$ cat config.mk
export PLATFORM = sky130hd
export DESIGN_NAME = sha1_message_digest_top
export DESIGN_NICKNAME = d
export VERILOG_FILES = /design/src/hdl/sha1md_pkg.sv /design/src/hdl/sha1md_ram.sv /design/src/hdl/sha1md_core.sv /design/src/hdl/sha1_message_digest_top.sv
export SDC_FILE = /design/constraint.sdc
export NUM_CORES = 2
export LEC_CHECK = 0
export ABC_AREA = 1
export BUFFER_PORTS_ARGS = -buffer_cell sky130_fd_sc_hd__buf_2
export CORE_MARGIN = 4
export CORE_UTILIZATION = 55
export CTS_CLUSTER_DIAMETER = 200
export DETAILED_ROUTE_END_ITERATION = 10
export PLACE_DENSITY_LB_ADDON = 0.08
export SYNTH_ARGS = -nofsm -noshare
export SYNTH_HDL_FRONTEND = slang
export SYNTH_SLANG_ARGS = --single-unit
export TNS_END_PERCENT = 5
$ cat constraint.sdc
create_clock -name clk -period 22.1 [get_ports clk]
set_input_delay 0 -clock clk [delete_from_list [all_inputs] [get_ports clk]]
set_output_delay 0 -clock clk [all_outputs]
set_load 0.02 [all_outputs]
$ cat src/hdl/sha1md_pkg.sv
// ----------------------------------------------------------------------------
// sha1md_pkg
// Shared types and constants for the SHA-1 message digest block.
// ----------------------------------------------------------------------------
package sha1md_pkg;

  typedef logic [31:0]       word_t;
  typedef logic [4:0][31:0]  chain_t;

  localparam int unsigned BLK_WORDS = 16;
  localparam int unsigned ADDR_W    = 4;

  typedef logic [ADDR_W-1:0] addr_t;

  localparam word_t IV0 = 32'h67452301;
  localparam word_t IV1 = 32'hEFCDAB89;
  localparam word_t IV2 = 32'h98BADCFE;
  localparam word_t IV3 = 32'h10325476;
  localparam word_t IV4 = 32'hC3D2E1F0;

  localparam chain_t CHAIN_IV = {IV4, IV3, IV2, IV1, IV0};

  localparam word_t K0 = 32'h5A827999;
  localparam word_t K1 = 32'h6ED9EBA1;
  localparam word_t K2 = 32'h8F1BBCDC;
  localparam word_t K3 = 32'hCA62C1D6;

  localparam logic [7:0] PAD_BYTE = 8'h80;

  typedef struct packed {
    logic start;
    logic init;
  } cmp_ctl_t;

  typedef struct packed {
    logic  done;
    addr_t rd_addr;
  } cmp_sts_t;

endpackage

$ cat src/hdl/sha1md_ram.sv
// ----------------------------------------------------------------------------
// sha1md_ram
// Message block store: sixteen 32-bit words, one write and one registered
// read port.
// ----------------------------------------------------------------------------
module sha1md_ram
  import sha1md_pkg::*;
(
  input  logic  clk,
  input  logic  wr_en,
  input  addr_t wr_addr,
  input  word_t wr_data,
  input  addr_t rd_addr,
  output word_t rd_data
);

  word_t mem [BLK_WORDS];
  word_t rd_data_r;

  always_ff @(posedge clk) begin
    if (wr_en) begin
      mem[wr_addr] <= wr_data;
    end
    rd_data_r <= mem[rd_addr];
  end

  assign rd_data = rd_data_r;

endmodule

$ cat src/hdl/sha1md_core.sv
// ----------------------------------------------------------------------------
// sha1md_core
// Compression engine: one round per cycle, schedule window fed from the
// block store, chaining value update.
// ----------------------------------------------------------------------------
module sha1md_core
  import sha1md_pkg::*;
(
  input  logic     clk,
  input  logic     rst_n,
  input  cmp_ctl_t ctl,
  input  word_t    rd_data,
  output cmp_sts_t sts,
  output chain_t   chain
);

  typedef enum logic [1:0] {E_IDLE, E_RUN, E_ADD} eng_st_t;

  eng_st_t     st_r;
  logic [6:0]  rnd_r;
  chain_t      chain_r;
  word_t       v_r [5];
  word_t       w_r [BLK_WORDS];

  word_t wt;
  word_t wx;
  word_t f;
  word_t k;
  word_t tmp;

  always_comb begin
    wx  = w_r[13] ^ w_r[8] ^ w_r[2] ^ w_r[0];
    wt  = (rnd_r < 7'd16) ? rd_data : {wx[30:0], wx[31]};
    if (rnd_r < 7'd20) begin
      f = (v_r[1] & v_r[2]) | (~v_r[1] & v_r[3]);
      k = K0;
    end else if (rnd_r < 7'd40) begin
      f = v_r[1] ^ v_r[2] ^ v_r[3];
      k = K1;
    end else if (rnd_r < 7'd60) begin
      f = (v_r[1] & v_r[2]) | (v_r[1] & v_r[3]) | (v_r[2] & v_r[3]);
      k = K2;
    end else begin
      f = v_r[1] ^ v_r[2] ^ v_r[3];
      k = K3;
    end
    tmp = {v_r[0][26:0], v_r[0][31:27]} + f + v_r[4] + k + wt;
  end

  always_ff @(posedge clk) begin
    if (!rst_n) begin
      st_r    <= E_IDLE;
      rnd_r   <= '0;
      chain_r <= CHAIN_IV;
    end else begin
      case (st_r)
        E_IDLE: begin
          if (ctl.start) begin
            st_r  <= E_RUN;
            rnd_r <= '0;
          end
          if (ctl.init) begin
            chain_r <= CHAIN_IV;
          end
        end
        E_RUN: begin
          rnd_r <= rnd_r + 7'd1;
          if (rnd_r == 7'd79) begin
            st_r <= E_ADD;
          end
        end
        E_ADD: begin
          for (int i = 0; i < 5; i++) begin
            chain_r[i] <= chain_r[i] + v_r[i];
          end
          st_r  <= E_IDLE;
          rnd_r <= '0;
        end
        default: begin
          st_r <= E_IDLE;
        end
      endcase
    end
  end

  always_ff @(posedge clk) begin
    if (st_r == E_IDLE && ctl.start) begin
      for (int i = 0; i < 5; i++) begin
        v_r[i] <= chain_r[i];
      end
    end else if (st_r == E_RUN) begin
      v_r[4] <= v_r[3];
      v_r[3] <= v_r[2];
      v_r[2] <= {v_r[1][1:0], v_r[1][31:2]};
      v_r[1] <= v_r[0];
      v_r[0] <= tmp;
      for (int i = 0; i < BLK_WORDS - 1; i++) begin
        w_r[i] <= w_r[i+1];
      end
      w_r[BLK_WORDS-1] <= wt;
    end
  end

  assign sts.done    = (st_r == E_ADD);
  assign sts.rd_addr = (st_r == E_RUN) ? (rnd_r[ADDR_W-1:0] + addr_t'(1)) : '0;
  assign chain       = chain_r;

endmodule

$ cat src/hdl/sha1_message_digest_top.sv
// ----------------------------------------------------------------------------
// sha1_message_digest_top
// SHA-1 over a byte stream: block gathering, padding, compression and
// digest serialization.
// ----------------------------------------------------------------------------
// Throughput: one byte word per cycle while a block fills; each full block
// then holds off the input while it is compressed (80 rounds on the round
// engine plus chain update).
// End of message: padding runs one byte per cycle outside compressions (9
// to 72 bytes, one or two compressions), then 20 digest bytes stream out.
// Reset: synchronous, active low; restores the initial chaining value and
// an empty message. Block store contents are not cleared.
module sha1_message_digest_top
  import sha1md_pkg::*;
(
  input  logic       clk,
  input  logic       rst_n,
  input  logic       in_tvalid,
  output logic       in_tready,
  input  logic [7:0] in_tdata,   // [7:0] data_byte
  input  logic       in_tuser,   // [0] byte_present
  input  logic       in_tlast,   // message_end
  output logic       out_tvalid,
  input  logic       out_tready,
  output logic [7:0] out_tdata,  // [7:0] digest_byte
  output logic       out_tlast   // digest_last
);

  typedef enum logic [1:0] {S_IN, S_PAD, S_COMP, S_OUT} state_t;

  state_t      state_r;
  state_t      ret_r;
  logic [5:0]  fill_r;
  logic [63:0] bitlen_r;
  logic [63:0] len_r;
  logic [23:0] acc_r;
  logic        pad_80_r;
  logic        len_busy_r;
  logic [4:0]  idx_r;

  logic        acc_in;
  logic        acc_out;
  logic        pb_valid;
  logic [7:0]  pb_byte;
  logic        len_sel;
  logic        blk_full;
  logic        wr_en;
  word_t       rd_data;
  word_t       dword;
  cmp_ctl_t    ctl;
  cmp_sts_t    sts;
  chain_t      chain;

  assign in_tready  = (state_r == S_IN);
  assign out_tvalid = (state_r == S_OUT);
  assign acc_in     = in_tvalid && in_tready;
  assign acc_out    = out_tvalid && out_tready;
  assign out_tlast  = (idx_r == 5'd19);

  assign len_sel = !pad_80_r && (len_busy_r || fill_r == 6'd56);

  always_comb begin
    pb_valid = 1'b0;
    pb_byte  = in_tdata;
    case (state_r)
      S_IN: begin
        pb_valid = acc_in && in_tuser;
      end
      S_PAD: begin
        pb_valid = 1'b1;
        if (pad_80_r) begin
          pb_byte = PAD_BYTE;
        end else if (len_sel) begin
          pb_byte = len_r[63:56];
        end else begin
          pb_byte = 8'h00;
        end
      end
      default: begin
        pb_valid = 1'b0;
      end
    endcase
  end

  assign blk_full = pb_valid && (fill_r == 6'd63);
  assign wr_en    = pb_valid && (fill_r[1:0] == 2'b11);

  assign ctl.start = blk_full;
  assign ctl.init  = acc_out && out_tlast;

  always_ff @(posedge clk) begin
    if (!rst_n) begin
      state_r    <= S_IN;
      ret_r      <= S_IN;
      fill_r     <= '0;
      bitlen_r   <= '0;
      pad_80_r   <= 1'b0;
      len_busy_r <= 1'b0;
      idx_r      <= '0;
    end else begin
      if (pb_valid) begin
        fill_r <= fill_r + 6'd1;
      end
      case (state_r)
        S_IN: begin
          if (acc_in) begin
            if (in_tuser) begin
              bitlen_r <= bitlen_r + 64'd8;
            end
            if (in_tlast) begin
              pad_80_r   <= 1'b1;
              len_busy_r <= 1'b0;
            end
            if (blk_full) begin
              state_r <= S_COMP;
              ret_r   <= in_tlast ? S_PAD : S_IN;
            end else if (in_tlast) begin
              state_r <= S_PAD;
            end
          end
        end
        S_PAD: begin
          pad_80_r <= 1'b0;
          if (len_sel) begin
            len_busy_r <= 1'b1;
          end
          if (blk_full) begin
            state_r <= S_COMP;
            ret_r   <= len_sel ? S_OUT : S_PAD;
          end
        end
        S_COMP: begin
          if (sts.done) begin
            state_r <= ret_r;
          end
        end
        S_OUT: begin
          if (acc_out) begin
            if (out_tlast) begin
              state_r  <= S_IN;
              idx_r    <= '0;
              fill_r   <= '0;
              bitlen_r <= '0;
            end else begin
              idx_r <= idx_r + 5'd1;
            end
          end
        end
        default: begin
          state_r <= S_IN;
        end
      endcase
    end
  end

  always_ff @(posedge clk) begin
    if (pb_valid) begin
      acc_r <= {acc_r[15:0], pb_byte};
    end
    if (acc_in && in_tlast) begin
      len_r <= bitlen_r + (in_tuser ? 64'd8 : 64'd0);
    end else if (state_r == S_PAD && len_sel) begin
      len_r <= {len_r[55:0], 8'h00};
    end
  end

  sha1md_ram u_ram (
    .clk     (clk),
    .wr_en   (wr_en),
    .wr_addr (fill_r[5:2]),
    .wr_data ({acc_r, pb_byte}),
    .rd_addr (sts.rd_addr),
    .rd_data (rd_data)
  );

  sha1md_core u_core (
    .clk     (clk),
    .rst_n   (rst_n),
    .ctl     (ctl),
    .rd_data (rd_data),
    .sts     (sts),
    .chain   (chain)
  );

  always_comb begin
    dword = chain[idx_r[4:2]];
    case (idx_r[1:0])
      2'd0:    out_tdata = dword[31:24];
      2'd1:    out_tdata = dword[23:16];
      2'd2:    out_tdata = dword[15:8];
      default: out_tdata = dword[7:0];
    endcase
  end

  a_no_overlap: assert property (@(posedge clk) disable iff (!rst_n)
    !(in_tready && out_tvalid))
    else $error("input and output sides active together");

  a_done_in_comp: assert property (@(posedge clk) disable iff (!rst_n)
    sts.done |-> (state_r == S_COMP))
    else $error("compression finished outside compress state");

  a_restart: assert property (@(posedge clk) disable iff (!rst_n)
    (acc_out && out_tlast) |=> (in_tready && fill_r == 6'd0 && bitlen_r == 64'd0))
    else $error("message state not cleared after digest");

  a_start_idle: assert property (@(posedge clk) disable iff (!rst_n)
    ctl.start |-> (state_r == S_IN || state_r == S_PAD))
    else $error("compression started while busy");

endmodule
---- Yosys cells after proc, flatten, opt, wreduce, memory -nomap -nowiden ----
Memories as Yosys holds them, arrays and structs flattened. A register that Yosys moved wholly into a read port is not among the register bits.
Index checks and enable logic that the tools add are counted.
word-level totals
  memories ................................ 3
  RAM bits ................................ 1184
  latch bits .............................. 0
  input bits .............................. 14
  word-level logic and storage cells ...... 179
  memory bits (read-only) ................. 0
  flip-flop bits (word level) ............. 338
  output and inout port bits .............. 11
operators by class
  bitwise gates (word level) .............. 18
  add/subtract/negate cells ............... 15
  order comparisons ....................... 5
  reduce and logical (&&, ||, !) cells .... 29
  divide/modulo/power cells ............... 0
  multiplexer cells ....................... 68
  shift-type cells ........................ 0
  $mul .................................... 0
  equal/unequal tests ..................... 25
memories
  memory      words  bits a word  read ports  clocked after Yosys merged registers in  write ports  RTL line           source
  u_core.w_r  16     32           16          0                                        16           sha1md_core.sv:23  word_t w_r [BLK_WORDS];
  u_ram.mem   16     32           1           1                                        1            sha1md_ram.sv:17   word_t mem [BLK_WORDS];
  u_core.v_r  5      32           5           0                                        5            sha1md_core.sv:22  word_t v_r [5];
operators by type and width
  operator               count
  $mux 32                12
  $mux 64                6
  $pmux 160 s2           1
  $add 32x32->32         9
  $mux 160               1
  $xor 32x32->32         5
  $and 32x32->32         4
  $pmux 64 s2            1
  $bmux 32 s3            1
  $or 32x32->32          3
  $add 64x4->64          1
  $add 64x4->64 const B  1
  $not 32->32            1
  $mux 31                1
  $mux 2                 13
  $mux 6                 4
  $mux 8                 3
  $pmux 8 s3             1
  $pmux 7 s3             1
  $lt 7x5->1 const B     2
  $lt 7x6->1 const B     2
  $ne 2x1->1 const B     7
  $mux 1                 13
  $eq 6x6->1 const B     2
  29 further kinds       65

---- Longest topological paths before layout ----
An unclocked memory read counts as a cell.
  depth in word-level cells ............... 12
  mapped depth ............................ 28
  gate-level depth less buffers ........... 27

---- By module ----
From an unflattened synthesis, not the netlist that was laid out.
second synthesis, totals
  cell total of the unflattened synthesis .. 8480
  area total of the unflattened synthesis .. 78547.8 µm²
modules (own cells, without submodules)
  module                   cells each  instances  sequential area each (µm²)  area each (µm²)
  sha1md_core              4715        1          23562.6                     45268.4
  sha1md_ram               2122        1          16015.4                     22731.8
  sha1_message_digest_top  1643        1          4113.9                      10547.6

---- Worst setup path before layout ----
No wires, ideal clock.
  path kind ............................... register -> register
  start point ............................. register u_core.st_r[1]
  end point ............................... memory u_core.v_r[0][0] (netlist name) (enable)
  stages on the path, launching flop included .. 7
  arrival ................................. 17048 ps
  slack ................................... 4526 ps
  period minus slack after synthesis ...... 17574 ps
  library setup time ...................... 526 ps
  data required time ...................... 21574 ps
  buffers on the path ..................... 2
  cells stage by stage .................... dfxtp_1 -> inv_1 -> ha_1 -> inv_1 -> clkbuf_1 -> clkbuf_1 -> nand2_1
RTL lines
  what                    RTL line           source
  from (decl)             sha1md_core.sv:19  eng_st_t st_r;
  from (signal assigned)  sha1md_core.sv:52  st_r <= E_IDLE;
  from (signal assigned)  sha1md_core.sv:59  st_r <= E_RUN;
  from (signal assigned)  sha1md_core.sv:69  st_r <= E_ADD;
  to (decl)               sha1md_core.sv:22

==> impl_metrics.toml <==
[run_status]
outcome = "complete, no violations"

[placed_design]
dpl.hpwl_um = 168000
dpl_cell_area_sq_um = 78300
place_inst = 9384
port_buffers = 24
place_congestion = 1.04
post-place-ws_ps = 15640

[drt]
drt_pass1_iterations = 7
routed_wirelength_um = 243000
avgViaCountPerCell = 5.99
post_drt_wl_per_cell_um = 25.1
first_iter_violations = 7035
ant_nets = 0
drc = 0
via_count = 58100

[grt]
grt_pass1_wl_um = 355000
grt.overflow.total = 0
grt_max_degree = 207
grt_pass1_vias = 53900
antenna_found_initial = 11
grtUsageTotal = 0.329

[cells_and_area]
syn_to_final_growth_pct = 10.1
regArea_sq_um = 43700
fill_cells = 11600
finalInstanceArea_sq_um = 84000
drive_above_1_share = 0.0559
final_cells = 9707
final_common_cell = "nand2_1"
multi_input_area_sq_um = 28700
nNetsFinal = 8142
final_cell_mix = "nand2_1 (1522), edfxtp_1 (1269), inv_1 (778)"

[worst_setup_path]
end_kind = "register"
cp-start-kind = "register"
worstSetupPathType = "reg2reg"
path_max_fanout = 37
reg2reg_to = "u_core.v_r[0][19]"
reg2regPathDepth = 22
rrSetupSlack_ps = 15660
worstReg2RegStart = "u_core.rnd_r[5]"
critPathArrivalTime_ps = 6960
required_ps = 22610
crit_path_end = "u_core.v_r[0][19]"
startpoint = "u_core.rnd_r[5]"

[timing]
grt_setup_unrepaired = "no"
final-hold-violation-count = 0
maxSlewViolCount = 0
tightest_slew_ps = 1210
worst_slack_ps = 15660
slew_headroom = 0.196
max_freq_mhz = 155
setup_viol = 0
min_period_over_period = 0.292
fin_setup_tns_ps = 0
finClkSkew_ps = 61.2
period_needed_ps = 6440

[clocking]
clk_pin_slew_ps = 60
cts_tree = "done"
ctsResizeCount = 0
cts_max_path_buffers = 3
h-tree-depth = 4
cts-buffers-inserted = 164
cts-root-buf = "clkbuf_16"
ctsHoldBuffers = 14
post-cts-setup-buffers = 0
numClockSinks = 1548
clkLatencyLatePin_ps = 810

[logic_synthesis]
synth_area_sq_um = 76200
ys_types = 55
synth-edff-count = 1269
synth_cells = 7769
yosysWarnings = 0
synthArstFlopShare = 0
synth_seq_area_share = 0.573
syn_avg_cell_area_sq_um = 9.81
synth-main-ff-cell = "edfxtp_1"
ys_seq_elements = 1548
synthesis.nets = 8141

[pwr]
fin_total_pwr_mw = 14.2
p_leak_nw = 31.7
combPwrFrac = 0.468
switchingPower_mw = 6.41
share_seq_of_total_power = 0.333
swShare = 0.452
ir_worst_vdd_mv = 0.165
intPower_mw = 7.78
powerDensity_nw_per_um2 = 169
pwr-share-clk = 0.199

[floorplanning]
placeableCoreArea_sq_um = 138000
die_w_um = 380
initial_utilization = 0.554
die_area_sq_um = 145000
fp-row-count = 136
die_h_um = 380
io_pins = 25

[min_path]
hold_class = "in2reg"

[job]
cap_violations = 0
-- Yosys cell counts, drive strengths merged, types with 30 or more instances --
master  count  area [sq um]
a21oi     542          2710
buf        47           244
clkbuf    225           847
dfxtp     279          5590
edfxtp   1269         38100
fa        124          2480
ha        234          2930
inv       793          2980
nand2    1536          5810
nand3     372          1860
nand4      92           576
nor2      764          2970
nor3       84           445
o21a       30           225
o21ai     810          4060
o221ai     63           552
o22ai     117           732
xnor2     113           990
xor2       90           788
-- flip-flops by register name, summed over array words and instances, names as in the netlist, 2 cells and up --
register / flops
acc_r: 24
bitlen_r: 61
fill_r: 6
idx_r: 5
len_r: 61
ret_r: 2
state_r: 2
u_core.chain: 160
u_core.rnd_r: 7
u_core.st_r: 2
u_core.v_r: 160
u_core.w_r: 512
u_ram.mem: 512
u_ram.rd_data: 32
-- power groups by stage --
stage,Combinational (mW),Sequential (mW),Clock (mW)
6_report,6.65,4.73,2.82
5_1_grt,7.38,4.76,2.98
4_1_cts,6.56,4.71,2.86
3_5_place_dp,6.52,4.75,0
3_3_place_gp,6.49,4.74,0
2_1_floorplan,4.60,4.63,0
-- through the flow --
step | utilization | hold WS [ps]
floorplan | - | 199
global placement | 0.569 | 396
CTS | 0.610 | 15.3
detailed placement | 0.569 | 393
finish | 0.610 | 49.3
global route | 0.610 | 44.5
-- logic make-up after synthesis --
kind of cell / count (synthesis) / synth area share
simple gates: 2918 / 0.159
compound gates: 1674 / 0.120
flops: 1548 / 0.573
buf+inv: 1068 / 0.0535
fa+ha+maj: 358 / 0.0710
xor+xnor: 203 / 0.0233
-- worst min-delay path by stage --
stage	startpoint	endpoint	slack, ps	depth (start not counted)
after global routing	in_tdata[5]	u_ram.mem[2][5]	40	2
final	in_tdata[5]	u_ram.mem[3][5]	50	2
after global placement	in_tlast	ret_r[0]	400	3
after floorplan	in_tlast	ret_r[0]	200	2
after detailed placement	in_tlast	ret_r[0]	390	3
after CTS	in_tdata[5]	acc_r[5]	20	2
-- cell type report --
cell class / count / share of cell area
sequential: 1548 / 0.520
multi-input combinational: 5153 / 0.341
clock buffer: 211 / 0.0523
inverter: 796 / 0.0357
tap: 1794 / 0.0267
clock inverter: 96 / 0.0139
timing repair buffer: 107 / 0.00960
antenna: 2 / 0.0000596
-- per-layer routing --
metal / global-route usage / vias to the layer above / share of wire
li1: - / 26700 / -
met2: 0.505 / 2723 / 0.44
met3: 0.0582 / 572 / 0.089
met4: 0.140 / 0 / 0.050
met5: 0 / - / 0
met1: 0.464 / 28100 / 0.42
-- critical path: stages (launching register included) --
cell,delay (ps)
dfxtp_1,430
nor2_1,100
nand2_2,530
clkinv_1,830
o21ai_0,590
fa_1,460
inv_1,100
fa_1,440
fa_1,460
inv_1,60
ha_1,220
inv_1,70
fa_1,350
inv_1,90
nand3_1,70
nand2_1,240
a21boi_0,260
o21ai_0,400
inv_1,120
nor2_1,100
o21ai_0,80
nand3_1,90
nand2_1,50
Note: power is estimated with default switching activity, not from simulation.
